File: src/rtl/fmr_pkg.sv
// Shared types, constants and CRC function for the framed message receiver.
package fmr_pkg;

	localparam logic [31:0] CRC_POLY = 32'hEDB88320;

	localparam int CMD_DEPTH = 4;
	localparam int CMD_AW = $clog2(CMD_DEPTH);

	localparam logic [2:0] REG_START_CHAR = 3'd0;
	localparam logic [2:0] REG_END_CHAR = 3'd1;
	localparam logic [2:0] REG_ESCAPE_CHAR = 3'd2;
	localparam logic [2:0] REG_ESCAPE_MASK = 3'd3;
	localparam logic [2:0] REG_MIDI_TYPE = 3'd4;

	localparam logic [7:0] START_CHAR_RST = 8'd2;
	localparam logic [7:0] END_CHAR_RST = 8'd3;
	localparam logic [7:0] ESCAPE_CHAR_RST = 8'd125;
	localparam logic [7:0] ESCAPE_MASK_RST = 8'd32;
	localparam logic [15:0] MIDI_TYPE_RST = 16'd0;

	localparam logic [1:0] KIND_BODY = 2'd0;
	localparam logic [1:0] KIND_GOOD = 2'd1;
	localparam logic [1:0] KIND_BAD = 2'd2;

	typedef struct packed {
		logic [7:0] rx_byte;
		logic       parity_error;
	} in_item_t;

	typedef struct packed {
		logic [1:0]  kind;
		logic [7:0]  data;
		logic [15:0] message_type;
		logic        last;
	} out_item_t;

	typedef struct packed {
		logic [7:0]  start_char;
		logic [7:0]  end_char;
		logic [7:0]  escape_char;
		logic [7:0]  escape_mask;
		logic [15:0] midi_type;
	} cfg_t;

	// request from the front to the back
	typedef struct packed {
		logic        is_end;
		logic        midi;
		logic        good;
		logic [7:0]  data;
		logic [15:0] mtype;
	} cmd_t;

	function automatic logic [31:0] crc_byte(input logic [31:0] acc, input logic [7:0] b);
		logic [31:0] r;
		r = ~acc ^ {24'd0, b};
		for (int k = 0; k < 8; k++) begin
			r = r[0] ? ((r >> 1) ^ CRC_POLY) : (r >> 1);
		end
		return ~r;
	endfunction

endpackage

File: src/rtl/fmr_front.sv
// Front end: drops parity errors, unstuffs, tracks the frame and checks the CRC.
module fmr_front
	import fmr_pkg::*;
(
	input  logic     clk,
	input  logic     arst_n,
	input  cfg_t     cfg,
	input  logic     accept,
	input  in_item_t item,
	output logic     cmd_push,
	output cmd_t     cmd
);

	typedef enum logic [2:0] {
		PH_WAIT,
		PH_LEN,
		PH_ID_HI,
		PH_ID_LO,
		PH_BODY,
		PH_CRC,
		PH_END
	} phase_t;

	phase_t      phase_q, phase_d;
	logic        esc_q, esc_d;
	logic [15:0] type_q, type_d;
	logic [7:0]  left_q, left_d;
	logic [31:0] crc_q, crc_d;
	logic [31:0] rxcrc_q, rxcrc_d;

	logic        active;
	logic [7:0]  b;
	logic [7:0]  left_dec;
	logic [31:0] crc_next;

	assign active = (phase_q != PH_WAIT);
	assign b = (active && esc_q) ? (item.rx_byte ^ cfg.escape_mask) : item.rx_byte;
	assign left_dec = left_q - 8'd1;
	assign crc_next = crc_byte((phase_q == PH_LEN) ? 32'd0 : crc_q, b);

	always_comb begin
		phase_d = phase_q;
		esc_d = esc_q;
		type_d = type_q;
		left_d = left_q;
		crc_d = crc_q;
		rxcrc_d = rxcrc_q;
		cmd_push = 1'b0;
		cmd = '{is_end: 1'b0, midi: 1'b0, good: 1'b0, data: b, mtype: type_q};
		if (!accept || item.parity_error) begin
			cmd_push = 1'b0;
		end else if (active && !esc_q && item.rx_byte == cfg.escape_char) begin
			esc_d = 1'b1;
		end else if (!esc_q && ((b == cfg.start_char && active) ||
			(b == cfg.end_char && phase_q != PH_END) || b == cfg.escape_char)) begin
			phase_d = PH_WAIT;
			esc_d = 1'b0;
			left_d = 8'd0;
		end else begin
			esc_d = 1'b0;
			unique case (phase_q)
				PH_WAIT: begin
					if (b == cfg.start_char)
						phase_d = PH_LEN;
				end
				PH_LEN: begin
					left_d = b;
					crc_d = crc_next;
					phase_d = PH_ID_HI;
				end
				PH_ID_HI: begin
					type_d = {b, 8'd0};
					left_d = left_dec;
					crc_d = crc_next;
					phase_d = PH_ID_LO;
				end
				PH_ID_LO: begin
					type_d = {type_q[15:8], b};
					crc_d = crc_next;
					if (left_dec != 8'd0) begin
						left_d = left_dec;
						phase_d = PH_BODY;
					end else begin
						left_d = 8'd4;
						phase_d = PH_CRC;
					end
				end
				PH_BODY: begin
					cmd_push = 1'b1;
					crc_d = crc_next;
					if (left_dec == 8'd0) begin
						left_d = 8'd4;
						phase_d = PH_CRC;
					end else begin
						left_d = left_dec;
					end
				end
				PH_CRC: begin
					left_d = left_dec;
					rxcrc_d = {rxcrc_q[23:0], b};
					if (left_dec == 8'd0)
						phase_d = PH_END;
				end
				PH_END: begin
					cmd_push = 1'b1;
					cmd.is_end = 1'b1;
					cmd.midi = (type_q == cfg.midi_type);
					cmd.good = (rxcrc_q == crc_q);
					cmd.data = 8'd0;
					type_d = 16'd0;
					left_d = 8'd0;
					phase_d = PH_WAIT;
				end
				default: phase_d = PH_WAIT;
			endcase
		end
	end

	always_ff @(posedge clk or negedge arst_n) begin
		if (!arst_n) begin
			phase_q <= PH_WAIT;
			esc_q <= 1'b0;
			type_q <= 16'd0;
			left_q <= 8'd0;
			crc_q <= 32'd0;
			rxcrc_q <= 32'd0;
		end else begin
			phase_q <= phase_d;
			esc_q <= esc_d;
			type_q <= type_d;
			left_q <= left_d;
			crc_q <= crc_d;
			rxcrc_q <= rxcrc_d;
		end
	end

endmodule

File: src/rtl/fmr_cmd_fifo.sv
// Short request queue between the front end and the back end.
module fmr_cmd_fifo
	import fmr_pkg::*;
(
	input  logic clk,
	input  logic arst_n,
	input  logic wr,
	input  cmd_t wdata,
	input  logic rd,
	output cmd_t rdata,
	output logic empty,
	output logic full
);

	cmd_t              mem_q [CMD_DEPTH];
	logic [CMD_AW-1:0] wptr_q;
	logic [CMD_AW-1:0] rptr_q;
	logic [CMD_AW:0]   count_q;

	assign empty = (count_q == '0);
	assign full = (count_q == (CMD_AW+1)'(CMD_DEPTH));
	assign rdata = mem_q[rptr_q];

	always_ff @(posedge clk) begin
		if (wr)
			mem_q[wptr_q] <= wdata;
	end

	always_ff @(posedge clk or negedge arst_n) begin
		if (!arst_n) begin
			wptr_q <= '0;
			rptr_q <= '0;
			count_q <= '0;
		end else begin
			if (wr)
				wptr_q <= wptr_q + 1'b1;
			if (rd)
				rptr_q <= rptr_q + 1'b1;
			if (wr && !rd)
				count_q <= count_q + 1'b1;
			else if (rd && !wr)
				count_q <= count_q - 1'b1;
		end
	end

endmodule

File: src/rtl/fmr_back.sv
// Back end: expands requests into result items behind an output register.
module fmr_back
	import fmr_pkg::*;
(
	input  logic      clk,
	input  logic      arst_n,
	input  cmd_t      cmd,
	input  logic      cmd_empty,
	output logic      cmd_pop,
	input  logic      pop,
	output logic      empty,
	output out_item_t result
);

	logic      out_valid_q;
	out_item_t out_q;
	logic [1:0] cnt_q;
	logic      load;
	logic      done;
	out_item_t nxt;

	assign load = !cmd_empty && (!out_valid_q || pop);
	assign done = !cmd.is_end || !cmd.midi || (cnt_q == 2'd3);
	assign cmd_pop = load && done;
	assign empty = !out_valid_q;
	assign result = out_q;

	always_comb begin
		nxt.message_type = cmd.mtype;
		if (!cmd.is_end) begin
			nxt.kind = KIND_BODY;
			nxt.data = cmd.data;
			nxt.last = 1'b1;
		end else if (!done) begin
			nxt.kind = KIND_BODY;
			nxt.data = 8'd0;
			nxt.last = 1'b0;
		end else begin
			nxt.kind = cmd.good ? KIND_GOOD : KIND_BAD;
			nxt.data = 8'd0;
			nxt.last = 1'b1;
		end
	end

	always_ff @(posedge clk) begin
		if (load)
			out_q <= nxt;
	end

	always_ff @(posedge clk or negedge arst_n) begin
		if (!arst_n) begin
			out_valid_q <= 1'b0;
			cnt_q <= 2'd0;
		end else begin
			if (load)
				out_valid_q <= 1'b1;
			else if (pop)
				out_valid_q <= 1'b0;
			if (load)
				cnt_q <= done ? 2'd0 : cnt_q + 2'd1;
		end
	end

endmodule

File: src/rtl/framed_message_receiver_top.sv
// Top level of the framed message receiver: config registers and the front/back split.
// A byte's result passes through the request queue and then the output register before it appears on the result ports.
// Throughput: one byte per cycle while full is low and one result per cycle while results are popped; a frame end
// of the MIDI type gives four results from one request, so the back end holds it until the last one is loaded.
// full rises once all 4 entries of the request queue are taken; the output register holds one more.
// Reset (arst_n low) clears frame state, queue and output at once; no clearing pass.
module framed_message_receiver_top
	import fmr_pkg::*;
(
	input  logic        clk,
	input  logic        arst_n,
	input  logic        push,
	output logic        full,
	input  in_item_t    rx_item,
	output logic        empty,
	input  logic        pop,
	output out_item_t   result,
	input  logic        cfg_we,
	input  logic [2:0]  cfg_idx,
	input  logic [15:0] cfg_data
);

	cfg_t cfg_q;
	logic accept;
	logic cmd_push;
	cmd_t cmd_in;
	cmd_t cmd_head;
	logic cmd_pop;
	logic cmd_empty;

	assign accept = push && !full;

	always_ff @(posedge clk or negedge arst_n) begin
		if (!arst_n) begin
			cfg_q.start_char <= START_CHAR_RST;
			cfg_q.end_char <= END_CHAR_RST;
			cfg_q.escape_char <= ESCAPE_CHAR_RST;
			cfg_q.escape_mask <= ESCAPE_MASK_RST;
			cfg_q.midi_type <= MIDI_TYPE_RST;
		end else if (cfg_we) begin
			unique case (cfg_idx)
				REG_START_CHAR:  cfg_q.start_char <= cfg_data[7:0];
				REG_END_CHAR:    cfg_q.end_char <= cfg_data[7:0];
				REG_ESCAPE_CHAR: cfg_q.escape_char <= cfg_data[7:0];
				REG_ESCAPE_MASK: cfg_q.escape_mask <= cfg_data[7:0];
				REG_MIDI_TYPE:   cfg_q.midi_type <= cfg_data;
				default: ;
			endcase
		end
	end

	fmr_front u_front (
		.clk      (clk),
		.arst_n   (arst_n),
		.cfg      (cfg_q),
		.accept   (accept),
		.item     (rx_item),
		.cmd_push (cmd_push),
		.cmd      (cmd_in)
	);

	fmr_cmd_fifo u_fifo (
		.clk    (clk),
		.arst_n (arst_n),
		.wr     (cmd_push),
		.wdata  (cmd_in),
		.rd     (cmd_pop),
		.rdata  (cmd_head),
		.empty  (cmd_empty),
		.full   (full)
	);

	fmr_back u_back (
		.clk       (clk),
		.arst_n    (arst_n),
		.cmd       (cmd_head),
		.cmd_empty (cmd_empty),
		.cmd_pop   (cmd_pop),
		.pop       (pop),
		.empty     (empty),
		.result    (result)
	);

endmodule

File: config.mk
export PLATFORM = sky130hd
export DESIGN_NAME = framed_message_receiver_top
export DESIGN_NICKNAME = d
export VERILOG_FILES = /design/src/rtl/fmr_pkg.sv /design/src/rtl/fmr_front.sv /design/src/rtl/fmr_cmd_fifo.sv /design/src/rtl/fmr_back.sv /design/src/rtl/framed_message_receiver_top.sv
export SDC_FILE = /design/constraint.sdc
export NUM_CORES = 1
export LEC_CHECK = 0
export BUFFER_PORTS_ARGS = -buffer_cell sky130_fd_sc_hd__buf_2
export CORE_MARGIN = 2
export CORE_UTILIZATION = 55
export DETAILED_ROUTE_END_ITERATION = 8
export PLACE_DENSITY = 0.75
export SYNTH_ARGS = -nofsm -noshare
export SYNTH_HDL_FRONTEND = slang
export SYNTH_SLANG_ARGS = --single-unit
File: constraint.sdc
create_clock -name clk -period 4.8 [get_ports clk]
set_clock_uncertainty 0.15 [all_clocks]
set_input_delay 0.48 -clock clk [delete_from_list [all_inputs] [get_ports clk]]
set_output_delay 0.48 -clock clk [all_outputs]
set_load 0.1 [all_outputs]
==> key figures <==
Run status
  – Status: complete, no violations

CTS
  – PostCTS Resize Cnt: 0
  – Htree depth: 1
  – Clock latency on the worst-skew pair: 0.57 ns
  – CTS Buffer Depth: 3
  – CTS tree: yes
  – Hold-fix buffers, CTS: 5
  – Sinks on Clock Net: 285
  – Clock Root Buffer: clkbuf_16
  – Total clock buffers created by CTS: 29
  – Reg clk slew, reported paths: 0.06 ns
  – Postcts setup bufs: 0

Finish
  – Nets@finish: 1090
  – Final core utilization: 63.52%
  – Finished Layout Cells: 1395
  – Layout cells sized above 1: 27.54%
  – Fillers: 1831
  – Area delta synth->final: 13.25%
  – Multi-input logic area: 5587 um2
  – FF+latch area: 7821 um2
  – N_diodes: 0

Global route
  – Grt total ovfl: 0
  – Antenna violations before repair: 0
  – Gr usage total: 22.23%
  – First-pass GRT wire length: 45.21 mm
  – Largest net degree at the start of global routing: 53
  – Vias in the first global route: 8141

Synthesis
  – Mapped Cells: 971
  – Syn_nets: 1013
  – Yosys warning count: 0
  – Sequential area share after synthesis: 57.33%
  – Most common flop cell mapped by yosys: dfrtp_1
  – Syn Std Cell Area: 13640 um2
  – Register bit total from synthesis: 285
  – Syn Area/Cell: 14.05 um2
  – Ys async rst share: 52.63%
  – Unique masters post-synth: 67
  – Count of flip-flops with a built-in enable after synthesis: 135

Power
  – Worst VDD drop: 0.0007176 V
  – Power Density: 744.6 nW/um2
  – Pleak: 6.300 nW

Detailed routing
  – Starting DRT DRC Count: 557
  – DRC viols: 0
  – Vias/cell: 5.727
  – DR WL/cell: 20.04 um
  – Drt pass-1 iters: 5
  – DRT Wirelength: 27.95 mm
  – Vias: 7989
  – Antenna-violating nets left: 0

Floorplan
  – Die Area: 26080 um2
  – Total core area: 24320 um2
  – Initial Util: 56.09%
  – Die Wd: 161.5 um
  – Std cell rows: 57
  – IO Count: 62
  – Die height: 161.5 um

STA
  – Tcrit/Tclk final: 92.31%
  – RSZ-0062 raised after global routing: no
  – Max Freq: 225.7 MHz
  – Clock period minus final worst setup slack: 4.431 ns
  – Slew HR: 22.83%
  – Final Slew Violations: 0
  – Fin. Hold Viols: 0
  – Setup TNS: 0 ns
  – Slew @ Worst Pin: 1.151 ns
  – Hold WS: 0.008519 ns
  – Setup-failing EPs final: 0

Place
  – Buffers on Ports: 61
  – HPWL Detailed: 18.83 mm
  – RePlAce Congestion: 0.9126
  – Placed cell count: 1336

Worst setup path
  – WP data arrival: 4.75 ns
  – CP Capture Type: flip-flop
  – Worst R2R Path Depth: 14
  – CP Data Required Time: 5.12 ns
  – RR Endpoint: u_fifo.count_q[2]
  – Slowest stage delay, CP: 0.71 ns
  – CP Cell Sequence: buf_4 > nor2b_1 > nand2_1 > nand4_1 > nor4_1 > a211oi_2 > o21bai_2 > nor3_1 > ha_1 > inv_1 > fa_1 > xor2_1 > nor2_1 > xor2_1
  – CP max FO: 16
  – CP max stage cell: dfrtp_1
  – Origin of the worst setup path: u_front.phase_q[0]
  – Worst r2r src: u_front.phase_q[0]
  – Startpoint Class: flip-flop
  – Most frequent CP cell: xor2_1
  – CP Class: reg -> reg
  – Register-to-register setup slack: 0.37 ns

Run
  – Max-cap violations: 0

Worst hold path
  – Hold WC Path Type: in -> reg
  – WHS Endpoint: cfg_q[8]
  – Hold Startpoint: cfg_data[8]
  – Hold Path Stages: 2
[final cells by class]
class | instances | area share, %
clock buffers | 38 | 5.111
flip-flops and latches | 285 | 50.63
clock inverters | 16 | 1.498
repair buffers | 91 | 3.637
well taps | 324 | 2.624
multi-input cells | 627 | 36.16
inverters | 14 | 0.3402
[cell usage after synthesis, types with 13 or more instances]
cell,number,share of area [%]
o21ai_0,44,1.6
clkbuf_1,28,0.77
nor2_1,41,1.1
xor2_1,99,6.4
xnor2_1,52,3.3
mux2_2,85,7.0
edfxtp_1,135,30
nand2_1,87,2.4
mux4_2,27,4.5
dfrtp_1,140,26
nor4_1,18,0.83
inv_1,13,0.36
[per-layer routing]
metal / wire, um / GRT usage, %
met1: 12250 / 30.97
met2: 13610 / 36.73
met3: 1324 / 3.364
met4: 768 / 6.372
met5: 0 / 0
[worst max-delay path: cells and delay by family (launching register included)]
kind	cells	cell delay, ns
XOR/XNOR	2	0.33
adder cells (fa/ha/maj)	2	0.63
AND/OR/NAND/NOR	6	1.33
buffers and inverters	2	0.41
flip-flops	1	0.71
AO/OA/AOI/OAI	2	0.75
[through the flow]
stage | cell area [um2] | power, mW | setup WS (ns)
after floorplan | 13640 | 8.093 | 0.05402
after global placement | 14380 | 9.024 | 0.5612
after detailed placement | 14380 | 9.153 | 0.4354
after CTS | 15450 | 11.59 | 0.3655
after global routing | 15450 | 12.15 | 0.03099
final | 15450 | 11.50 | 0.3692
[flip-flops by register name (all words and copies together), names as in the netlist]
signal,count
u_back.result,27
u_front.type_q,16
u_front.rxcrc_q,32
u_fifo.count_q,3
u_front.left_q,8
u_fifo.mem_q,108
u_fifo.rptr_q,2
u_back.out_valid_q,1
u_front.crc_q,32
u_fifo.wptr_q,2
cfg_q,48
u_front.phase_q,3
u_front.esc_q,1
u_back.cnt_q,2
[power by group]
part           leakage (nW)  switching (mW)  total, mW  internal [mW]
combinational          2.67            3.05       5.22           2.17
clock                 0.495           0.948       2.38           1.44
sequential             3.14           0.623       3.90           3.28
total                  6.30            4.62       11.5           6.88
[placed cells by master (no fill, tap or decap), drive strengths merged, types with 10 or more instances in the layout]
| cell | synthesis | routed |
|---|---|---|
| buf | 17 | 86 |
| clkbuf | 28 | 38 |
| dfrtp | 140 | 140 |
| dfstp | 10 | 10 |
| edfxtp | 135 | 135 |
| inv | 13 | 15 |
| mux2 | 87 | 87 |
| mux4 | 27 | 27 |
| nand2 | 87 | 87 |
| nor2 | 41 | 41 |
| nor2b | 10 | 10 |
| nor4 | 18 | 18 |
| o21ai | 55 | 55 |
| xnor2 | 59 | 59 |
| xor2 | 113 | 113 |
[worst max-delay path by stage]
stage,to,slack (ns),depth (start not counted)
after floorplan,u_fifo.count_q[1],0.05,9
after global placement,u_fifo.count_q[2],0.56,13
after detailed placement,u_fifo.count_q[2],0.44,14
after CTS,u_fifo.count_q[2],0.37,14
after global routing,u_fifo.count_q[2],0.03,14
final,u_fifo.count_q[2],0.37,14
[kinds of logic after synthesis]
logic type	synth area share, %
buffers and inverters	1.862
and+or+nand+nor	7.017
AOI/OAI and AO/OA	6.494
muxes	11.79
DFF	57.33
xor gates and xnor gates	14.63
adders and majority gates	0.8806
No activity file was read; power rests on OpenSTA's default activity.
